==> src/rtl/core/pbm_pkg.sv <==
// Shared types for the pixel blend mode unit.
// Depends on nothing; used by the top level and the divider step.
`default_nettype none

package pbm_pkg;

  localparam int unsigned PIX_W = 8;
  localparam int unsigned NUM_W = 18;
  localparam int unsigned DEN_W = 9;

  localparam logic [PIX_W-1:0] PIX_FULL = 8'hFF;
  localparam logic [PIX_W-1:0] PIX_ZERO = 8'h00;

  typedef enum logic [2:0] {
    MODE_ADD      = 3'd0,
    MODE_SUBTRACT = 3'd1,
    MODE_MULTIPLY = 3'd2,
    MODE_OVERLAY  = 3'd3,
    MODE_LIGHTEN  = 3'd4,
    MODE_DARKEN   = 3'd5,
    MODE_DODGE    = 3'd6,
    MODE_BURN     = 3'd7
  } mode_t;

  // How the last stage turns the quotient into the pixel.
  typedef enum logic [1:0] {
    RES_DIRECT = 2'd0,
    RES_QUO    = 2'd1,
    RES_INV    = 2'd2
  } res_kind_t;

  typedef struct packed {
    logic [NUM_W-1:0] rem;
    logic [DEN_W-1:0] den;
    logic [PIX_W-1:0] quo;
    logic             sat;
    res_kind_t        kind;
    logic [PIX_W-1:0] alt;
    logic             last;
  } div_pay_t;

endpackage

`default_nettype wire

==> src/rtl/core/pbm_div_step.sv <==
// One pipeline slice of the restoring divider: two quotient bits.
// Depends on pbm_pkg for the payload struct.
`default_nettype none

module pbm_div_step #(
  parameter int unsigned BIT_HI = 7
) (
  input  var pbm_pkg::div_pay_t pay_in,
  output pbm_pkg::div_pay_t     pay_out
);

  logic [pbm_pkg::NUM_W-1:0] dsh_hi;
  logic [pbm_pkg::NUM_W-1:0] dsh_lo;
  logic [pbm_pkg::NUM_W-1:0] rem_mid;

  assign dsh_hi = pbm_pkg::NUM_W'(pay_in.den) << BIT_HI;
  assign dsh_lo = pbm_pkg::NUM_W'(pay_in.den) << (BIT_HI - 1);

  always_comb begin
    pay_out = pay_in;
    rem_mid = pay_in.rem;
    if (pay_in.rem >= dsh_hi) begin
      rem_mid = pay_in.rem - dsh_hi;
      pay_out.quo[BIT_HI] = 1'b1;
    end
    pay_out.rem = rem_mid;
    if (rem_mid >= dsh_lo) begin
      pay_out.rem = rem_mid - dsh_lo;
      pay_out.quo[BIT_HI-1] = 1'b1;
    end
  end

endmodule

`default_nettype wire

==> src/rtl/core/pixel_blend_mode_unit_top.sv <==
// Takes one pixel per clock while the output is not stalled (out_ready high).
// Stage 1 forms the multiply and the rounded dividend, stages 2 to 5 run a
// restoring divider two quotient bits at a time, stage 6 maps the result.
// Each stage holds its own valid bit, so a stall only backs up full stages.
// Synchronous active-low reset empties the pipeline and sets the mode to add.
`default_nettype none

module pixel_blend_mode_unit_top (
  input  wire logic       clk,
  input  wire logic       rst_n,
  input  wire logic       cfg_valid,
  output logic            cfg_ready,
  input  wire logic [2:0] cfg_blend_mode,
  input  wire logic       in_valid,
  output logic            in_ready,
  input  wire logic [7:0] in_pixel_a,
  input  wire logic [7:0] in_pixel_b,
  input  wire logic       in_last_pixel,
  output logic            out_valid,
  input  wire logic       out_ready,
  output logic [7:0]      out_blended,
  output logic            out_last_out
);

  pbm_pkg::mode_t    mode_r;
  logic [6:1]        valid_r;
  logic [6:1]        valid_nxt;
  logic [7:1]        adv;
  pbm_pkg::div_pay_t pay_r     [1:5];
  pbm_pkg::div_pay_t front_nxt;
  pbm_pkg::div_pay_t pay_nxt   [2:5];
  pbm_pkg::div_pay_t step_out  [2:5];
  logic [7:0]        blended_r;
  logic [7:0]        blended_nxt;
  logic              last_r;

  // Operands of the front-end multiply and dividend shaping.
  logic [7:0]        mul_a;
  logic [7:0]        mul_b;
  logic [15:0]       prod;
  logic              quad;
  logic [7:0]        addend;
  logic [8:0]        sum;

  assign cfg_ready = 1'b1;

  always_ff @(posedge clk) begin
    if (!rst_n) begin
      mode_r <= pbm_pkg::MODE_ADD;
    end else if (cfg_valid) begin
      mode_r <= pbm_pkg::mode_t'(cfg_blend_mode);
    end
  end

  // A stage loads when it is empty or its contents move on this cycle.
  always_comb begin
    adv[7] = out_ready;
    for (int k = 6; k >= 1; k--) begin
      adv[k] = !valid_r[k] || adv[k+1];
    end
    valid_nxt[1] = adv[1] ? in_valid : valid_r[1];
    for (int k = 2; k <= 6; k++) begin
      valid_nxt[k] = adv[k] ? valid_r[k-1] : valid_r[k];
    end
  end

  assign in_ready = adv[1];

  always_ff @(posedge clk) begin
    if (!rst_n) begin
      valid_r <= '0;
    end else begin
      valid_r <= valid_nxt;
    end
  end

  // Front end: every rounded division becomes floor(N / D) with N = 2x + y,
  // D = 2y, so one divider serves multiply, overlay, dodge and burn.
  assign sum  = {1'b0, in_pixel_a} + {1'b0, in_pixel_b};
  assign prod = mul_a * mul_b;

  always_comb begin
    mul_a          = in_pixel_a;
    mul_b          = in_pixel_b;
    quad           = 1'b0;
    addend         = pbm_pkg::PIX_FULL;
    front_nxt      = '0;
    front_nxt.den  = {pbm_pkg::PIX_FULL, 1'b0};
    front_nxt.last = in_last_pixel;
    front_nxt.kind = pbm_pkg::RES_DIRECT;
    unique case (mode_r)
      pbm_pkg::MODE_ADD: begin
        front_nxt.alt = sum[8] ? pbm_pkg::PIX_FULL : sum[7:0];
      end
      pbm_pkg::MODE_SUBTRACT: begin
        front_nxt.alt = (in_pixel_a > in_pixel_b) ? (in_pixel_a - in_pixel_b)
                                                  : pbm_pkg::PIX_ZERO;
      end
      pbm_pkg::MODE_MULTIPLY: begin
        front_nxt.kind = pbm_pkg::RES_QUO;
      end
      pbm_pkg::MODE_OVERLAY: begin
        quad = 1'b1;
        if (in_pixel_b[7]) begin
          mul_a = ~in_pixel_a;
          mul_b = ~in_pixel_b;
          front_nxt.kind = pbm_pkg::RES_INV;
        end else begin
          front_nxt.kind = pbm_pkg::RES_QUO;
        end
      end
      pbm_pkg::MODE_LIGHTEN: begin
        front_nxt.alt = (in_pixel_a > in_pixel_b) ? in_pixel_a : in_pixel_b;
      end
      pbm_pkg::MODE_DARKEN: begin
        front_nxt.alt = (in_pixel_a < in_pixel_b) ? in_pixel_a : in_pixel_b;
      end
      pbm_pkg::MODE_DODGE: begin
        mul_a  = pbm_pkg::PIX_FULL;
        addend = ~in_pixel_a;
        if (in_pixel_a == pbm_pkg::PIX_FULL) begin
          front_nxt.alt = pbm_pkg::PIX_FULL;
        end else begin
          front_nxt.den  = {~in_pixel_a, 1'b0};
          front_nxt.kind = pbm_pkg::RES_QUO;
        end
      end
      pbm_pkg::MODE_BURN: begin
        mul_a  = pbm_pkg::PIX_FULL;
        mul_b  = ~in_pixel_b;
        addend = in_pixel_a;
        if (in_pixel_a == pbm_pkg::PIX_ZERO) begin
          front_nxt.alt = pbm_pkg::PIX_ZERO;
        end else begin
          front_nxt.den  = {in_pixel_a, 1'b0};
          front_nxt.kind = pbm_pkg::RES_INV;
        end
      end
      default: begin
        front_nxt.alt = pbm_pkg::PIX_ZERO;
      end
    endcase
    front_nxt.rem = (quad ? {prod, 2'b00} : {1'b0, prod, 1'b0})
                    + pbm_pkg::NUM_W'(addend);
  end

  for (genvar k = 2; k <= 5; k++) begin : g_div
    pbm_div_step #(.BIT_HI(11 - 2 * k)) u_step (
      .pay_in  (pay_r[k-1]),
      .pay_out (step_out[k])
    );
  end

  // The quotient only fits in eight bits when N < 256 * D; otherwise it
  // saturates, which the first divider stage detects.
  always_comb begin
    for (int k = 2; k <= 5; k++) begin
      pay_nxt[k] = step_out[k];
    end
    pay_nxt[2].sat = (pay_r[1].rem >= pbm_pkg::NUM_W'({pay_r[1].den, 8'h00}));
  end

  always_ff @(posedge clk) begin
    if (adv[1]) begin
      pay_r[1] <= front_nxt;
    end
    for (int k = 2; k <= 5; k++) begin
      if (adv[k]) begin
        pay_r[k] <= pay_nxt[k];
      end
    end
  end

  always_comb begin
    unique case (pay_r[5].kind)
      pbm_pkg::RES_DIRECT: blended_nxt = pay_r[5].alt;
      pbm_pkg::RES_QUO:    blended_nxt = pay_r[5].sat ? pbm_pkg::PIX_FULL : pay_r[5].quo;
      pbm_pkg::RES_INV:    blended_nxt = pay_r[5].sat ? pbm_pkg::PIX_ZERO : ~pay_r[5].quo;
      default:             blended_nxt = pay_r[5].alt;
    endcase
  end

  always_ff @(posedge clk) begin
    if (adv[6]) begin
      blended_r <= blended_nxt;
      last_r    <= pay_r[5].last;
    end
  end

  assign out_valid    = valid_r[6];
  assign out_blended  = blended_r;
  assign out_last_out = last_r;

endmodule

`default_nettype wire

==> config.mk <==
export PLATFORM = sky130hd
export DESIGN_NAME = pixel_blend_mode_unit_top
export DESIGN_NICKNAME = d
export VERILOG_FILES = /design/src/rtl/core/pbm_pkg.sv /design/src/rtl/core/pbm_div_step.sv /design/src/rtl/core/pixel_blend_mode_unit_top.sv
export SDC_FILE = /design/constraint.sdc
export NUM_CORES = 1
export LEC_CHECK = 0
export ABC_AREA = 1
export BUFFER_PORTS_ARGS = -buffer_cell sky130_fd_sc_hd__buf_2
export CAP_MARGIN = 25
export CORE_MARGIN = 5
export CORE_UTILIZATION = 52
export DETAILED_ROUTE_END_ITERATION = 10
export GPL_TIMING_DRIVEN = 0
export PLACE_DENSITY = 0.68
export SETUP_SLACK_MARGIN = 0.5
export SYNTH_ARGS = -nofsm -noshare
export SYNTH_HDL_FRONTEND = slang
export SYNTH_SLANG_ARGS = --single-unit
export TNS_END_PERCENT = 100
==> constraint.sdc <==
create_clock -name clk -period 7 [get_ports clk]
set_input_delay 0.35 -clock clk [delete_from_list [all_inputs] [get_ports clk]]
set_output_delay 0.35 -clock clk [all_outputs]
set_load 0.02 [all_outputs]
# [Word-level counts from Yosys, hierarchy flattened]
# Memory sizes are Yosys's and may differ from the RTL's.
# Index checks and enable logic that the tools add are counted.
[classes] add_sub_neg=11 n_reduce_logical=15 multipliers=1 bitwise_logic=3 eq_ne=10 mux=49 magnitude_cmp=11 shift=0 n_div=0
[ops] operator="$mux W18" n=9
[ops] operator="$mux W8" n=9
[ops] operator="$pmux W8 S2" n=4
[ops] operator="$pmux W8 S5" n=1
[ops] operator="$not A8 Y8" n=3
[ops] operator="$mux W1" n=20
[ops] operator="$add A18 B8 Y18" n=1
[ops] operator="$ge A18 B10 Y1" n=1
[ops] operator="$ge A18 B11 Y1" n=1
[ops] operator="$ge A18 B12 Y1" n=1
[ops] operator="$ge A18 B13 Y1" n=1
[ops] operator="$ge A18 B14 Y1" n=1
[ops] operator="$ge A18 B15 Y1" n=1
[ops] operator="$ge A18 B16 Y1" n=1
[ops] operator="$ge A18 B17 Y1" n=1
[ops] operator="$ge A18 B9 Y1" n=1
[ops] operator="$mux W9" n=2
[ops] operator="$pmux W9 S2" n=1
[ops] operator="$sub A18 B10 Y18" n=1
[ops] operator="$sub A18 B11 Y18" n=1
[ops] operator="$sub A18 B12 Y18" n=1
[ops] operator="$sub A18 B13 Y18" n=1
[ops] operator="$sub A18 B14 Y18" n=1
[ops] operator="$sub A18 B15 Y18" n=1
[ops] operator="20 further kinds" n=35
[totals] romBits=0 mem_count=1 ramBits=235 in_bits=25 output_inout_bits=12 wordCells=110 ff_bits=18 latchBits=0
[memory_table] memory="pay_r" words=5 word_bits=47 rd=5 rd_clocked_by_memory_dff=0 write_ports=5 line_no="pixel_blend_mode_unit_top.sv:29" text="pbm_pkg::div_pay_t pay_r [1:5];"

# [Depth between registers and ports, before layout]
[logic_depth] ltp_word=9 depth_mapped=33 depth_no_buf=32

# [Modules after synthesis]
# Synthesis repeated with hierarchy kept, for this count alone.
[unflattened] cells_unflattened=2493 area_unflattened_um2=19503.7
[by_module_without_submodules] mod="pixel_blend_mode_unit_top" instances=1 cells_each=1098 area_each_um2=11672.4 seq_area_each_um2=6396.1
[by_module_without_submodules] mod="pbm_div_step (g_div[5].u_step)" instances=1 cells_each=401 area_each_um2=2207.1 seq_area_each_um2=0.0
[by_module_without_submodules] mod="pbm_div_step (g_div[4].u_step)" instances=1 cells_each=367 area_each_um2=2045.7 seq_area_each_um2=0.0
[by_module_without_submodules] mod="pbm_div_step (g_div[3].u_step)" instances=1 cells_each=332 area_each_um2=1873.0 seq_area_each_um2=0.0
[by_module_without_submodules] mod="pbm_div_step (g_div[2].u_step)" instances=1 cells_each=295 area_each_um2=1705.4 seq_area_each_um2=0.0

# [Least setup slack after synthesis]
# Ideal clock, no wire load.
[synth_path] path_type="register -> register" startpoint="register mode_r[0]" endpoint="memory pay_r[1][43] in the netlist's numbering, data pin" n_path_buf=1 setup_time_ns=0.254 stages_incl_launch_ff=27 arrival_time_ns=5.340 synth_period_minus_slack_ns=5.594 t_required_ns=6.746 setup_slack_ns=1.406 path_cell_list="dfxtp_1 > buf_4 > nand2_2 > nor2_4 > nand2_1 > xnor2_1 > nor2_1 > nor2_1 > fa_1 > inv_1 > fa_1 > fa_1 > fa_1 > inv_1 > ha_1 > nand3_1 > a31oi_1 > ha_1 > nand4_1 > o21ai_0 > nand2_1 > nor2_2 > nand2_1 > nor2_1 > nand2_1 > nand2_1 > nand2_1"
[synth_lines] item="from (decl)" line_no="pixel_blend_mode_unit_top.sv:25" text="pbm_pkg::mode_t mode_r;"
[synth_lines] item="from (signal assigned)" line_no="pixel_blend_mode_unit_top.sv:49" text="mode_r <= pbm_pkg::MODE_ADD;"
[synth_lines] item="from (signal assigned)" line_no="pixel_blend_mode_unit_top.sv:51" text="mode_r <= pbm_pkg::mode_t'(cfg_blend_mode);"
[synth_lines] item="to (decl)" line_no="pixel_blend_mode_unit_top.sv:29"

==> summary.md <==
| Metric | Value |
|---|---|
| I/O Buffers | `35` |
| Final Hold Vio Count | `0` |
| WP data required | `approximately 7.3 ns` |
| Worst Setup Start Kind | `flip-flop` |
| Placed inst area | `16,630 sq um` |
| Worst rel slew slack | `0.3780` |
| DRT iter0 DRCs | `654` |
| RePlAce Congestion | `0.8918` |
| First-pass GRT wire length | `58,480 um` |
| Worst r2r path cells | `29` |
| DRC violations left | `0` |
| Syn_nets | `2,144` |
| Number of synthesized flops with an enable pin | `192` |
| Clock latency at the later pin of the worst-skew pair | `0.53 ns` |
| First-pass detailed-route iteration total | `5` |
| CTS clock-pin slew for the worst setup and hold paths | `~0.060 ns` |
| Final setup skew | `0.01658 ns` |
| Sequential area share after synthesis | `0.3727` |
| Syn Inst Count | `1,940` |
| Clock buffer depth | `3` |
| Register Area | `5946 sq um` |
| Die Y-Extent | `about 190 um` |
| Pre-CTS WS | `0.4830 ns` |
| Max-cap violations | `0` |
| Crit end category | `flip-flop` |
| Initial core utilization | `0.5243` |
| Total Routing Usage GR | `0.2048` |
| Area of the multi-input gates | `8653 sq um` |
| Synthesized flop and latch total | `201` |
| Site row count | `64` |
| Antenna diode count | `0` |
| PwrDens | `430.8 nW/um^2` |
| Worst R2R End | `pay_r[1][43]` |
| DR vias/cell | `5.219` |
| Slew @ Worst Pin | `0.9298 ns` |
| Design Area, Final | `17,470 sq um` |
| Synthesized area | `15,950 sq um` |
| Routed len/inst | `13.94 um` |
| Hold depth | `3` |
| Critical path's largest stage delay | `~0.53 ns` |
| Hold_ws | `0.07422 ns` |
| Max Slew Vio Count | `0` |
| Final antenna-violating net count | `0` |
| Die Wd | `185.2 um` |
| Vias in the first global route | `12,520` |
| Leakage | `8.483 nW` |
| Crit share post-route | `0.8559` |
| CP max-delay cell | `fa_1` |
| Clock Sinks | `201` |
| Post-route setup TNS | `0 ns` |
| Fin nets | `2,207` |
| Vias | `12,610` |
| Post-synth top flop | `edfxtp_1` |
| Worst-path fanout max | `9` |
| I/O pin count | `37` |
| Hold path start | `in_valid` |
| Largest net degree at the start of global routing | `47` |
| Hold WC Path Type | `input pin to flip-flop` |
| Outcome | `finished, final reports clean` |
| Reg2Reg Launch Point | `mode_r[2]` |
| Global route total overflow | `0` |
| Fmax | `0.1669 GHz` |
| VDD IR max | `roughly 340 uV` |
| # H-tree levels | `1` |
| HPWL after DPL | `27,250 um` |
| Async S/R FF share, synth | `0` |
| Area growth syn-to-layout | `9.506%` |
| Num CTS Buffers | `23` |
| R2R Setup Slk | `1.01 ns` |
| Setup violators final | `0` |
| Initial antenna violation count | `1` |
| Worst EP arrival | `6.27 ns` |
| Mapped Avg Cell Area | `8.223 sq um` |
| DIE AREA | `between 30,000 and 40,000 sq um` |
| Most used cell, CP | `nand2_1` |
| Crit path kind | `flip-flop to flip-flop` |
| Worst Slack Setup Final | `1.009 ns` |
| Min Tclk post-route | `roughly 6 ns` |
| RSZ-0062 raised after global routing | `yes` |
| Core ar. | `30,430 sq um` |
| Total design power | `7.525 mW` |
| Fillcell total | `2,785` |
| Root Buffer | `clkbuf_16` |
| DRT Wirelength | `33,670 um` |
| Yosys warns | `0` |
| CTS tree | `yes` |
| Hold EP | `valid_r[1]` |
| Share of cells above drive strength 1 | `0.09455` |
| Synth unique cells | `61` |
[cell usage in the layout (no fill, tap or decap), drive strengths merged, types with 3 or more instances in the layout]
master    Yosys  final
nand2       467    467
inv         324    327
nor2        201    201
edfxtp      192    192
ha          133    133
nand3       120    120
a21oi       113    113
o21ai       109    109
buf          17     54
xor2         51     51
fa           46     46
nand4        34     34
clkbuf        7     33
nor3         23     23
xnor2        22     22
nand3b       10     10
clkinv        4     10
dfxtp         9      9
or2           9      9
o31ai         8      8
o211ai        5      5
o21bai        5      5
o21a          5      5
nor4          5      5
clkinvlp      0      4
a31oi         4      4
bufinv        0      3
[cell usage after synthesis, types with 22 or more instances]
library cell | n | share of area
nand2_1 | 440 | 0.10
inv_1 | 315 | 0.074
edfxtp_1 | 192 | 0.36
nor2_1 | 185 | 0.044
ha_1 | 133 | 0.10
nand3_1 | 113 | 0.035
a21oi_1 | 104 | 0.033
o21ai_0 | 92 | 0.029
xor2_1 | 51 | 0.028
fa_1 | 46 | 0.058
nand4_1 | 33 | 0.013
nor3_1 | 22 | 0.0069
xnor2_1 | 22 | 0.012
[stage by stage]
step / utilization / cells
6_report: 0.5741 / 2416
5_1_grt: 0.5741 / 2416
4_1_cts: 0.5722 / 2415
3_5_place_dp: 0.5466 / 2372
3_3_place_gp: 0.5463 / 2371
2_1_floorplan: - / 1940
[sequential cells by signal (all words and copies together), names as in the netlist]
name          cells
valid_r           6
out_last_out      1
pay_r           183
out_blended       8
mode_r            3
[layer usage]
metal	vias to the layer above	wire length [um]	track usage
li1	6504	-	-
met1	5825	15330	0.2662
met2	219	16180	0.3622
met3	62	1172	0.02023
met4	0	992	0.06371
met5	-	0	0
[worst max-delay path by stage]
stage | start | to | slack, ns | depth (start not counted)
3_3_place_gp | mode_r[0] | pay_r[1][43] | 0.61 | 26
6_report | mode_r[2] | pay_r[1][43] | 1.01 | 29
2_1_floorplan | mode_r[0] | pay_r[1][43] | 1.41 | 26
3_5_place_dp | mode_r[0] | pay_r[1][43] | 0.48 | 26
4_1_cts | mode_r[0] | pay_r[1][43] | 0.66 | 26
5_1_grt | mode_r[2] | pay_r[1][43] | 0.46 | 29
[layout make-up]
type | count | share of cell area
Multi-Input combinational cell | 1387 | 0.4953
Sequential cell | 201 | 0.3404
Inverter | 328 | 0.07098
Clock buffer | 26 | 0.03359
Tap cell | 396 | 0.02836
Timing Repair Buffer | 38 | 0.01146
Clock inverter | 16 | 0.01046
Buffer | 24 | 0.009454
[power by group]
part | leakage [nW] | internal [mW] | switching (mW)
logic | 6.07 | 1.60 | 2.67
clock network | 0.368 | 0.723 | 0.488
registers | 2.05 | 1.84 | 0.198
total | 8.48 | 4.17 | 3.36
[cell families after synthesis]
| family | after synthesis | share of synthesized area |
|---|---|---|
| other | 1 | 0.0002351 |
| muxes | 1 | 0.0007058 |
| xor gates and xnor gates | 73 | 0.04008 |
| AOI/OAI and AO/OA | 262 | 0.09459 |
| and+or+nand+nor | 871 | 0.2419 |
| adders and majority gates | 179 | 0.1620 |
| buffers and inverters | 352 | 0.08776 |
| DFF | 201 | 0.3727 |
[timing repair]
item	4_1_cts	5_1_grt
setup endpoints to repair	1	6
hold endpoints to repair	1	0
buffers inserted	0	1
hold buffers	1	0
pin swaps	0	1
resized for setup	1	12
[worst max-delay path, delay by kind of cell, from the launching register on]
| kind | cells | cell delay (ns) |
|---|---|---|
| flip-flops | 1 | 0.40 |
| AND/OR/NAND/NOR | 14 | 1.78 |
| AO/OA/AOI/OAI | 3 | 0.51 |
| adder cells (fa/ha/maj) | 6 | 2.29 |
| buffers and inverters | 6 | 0.74 |
Power figures use the tool's default switching activity.
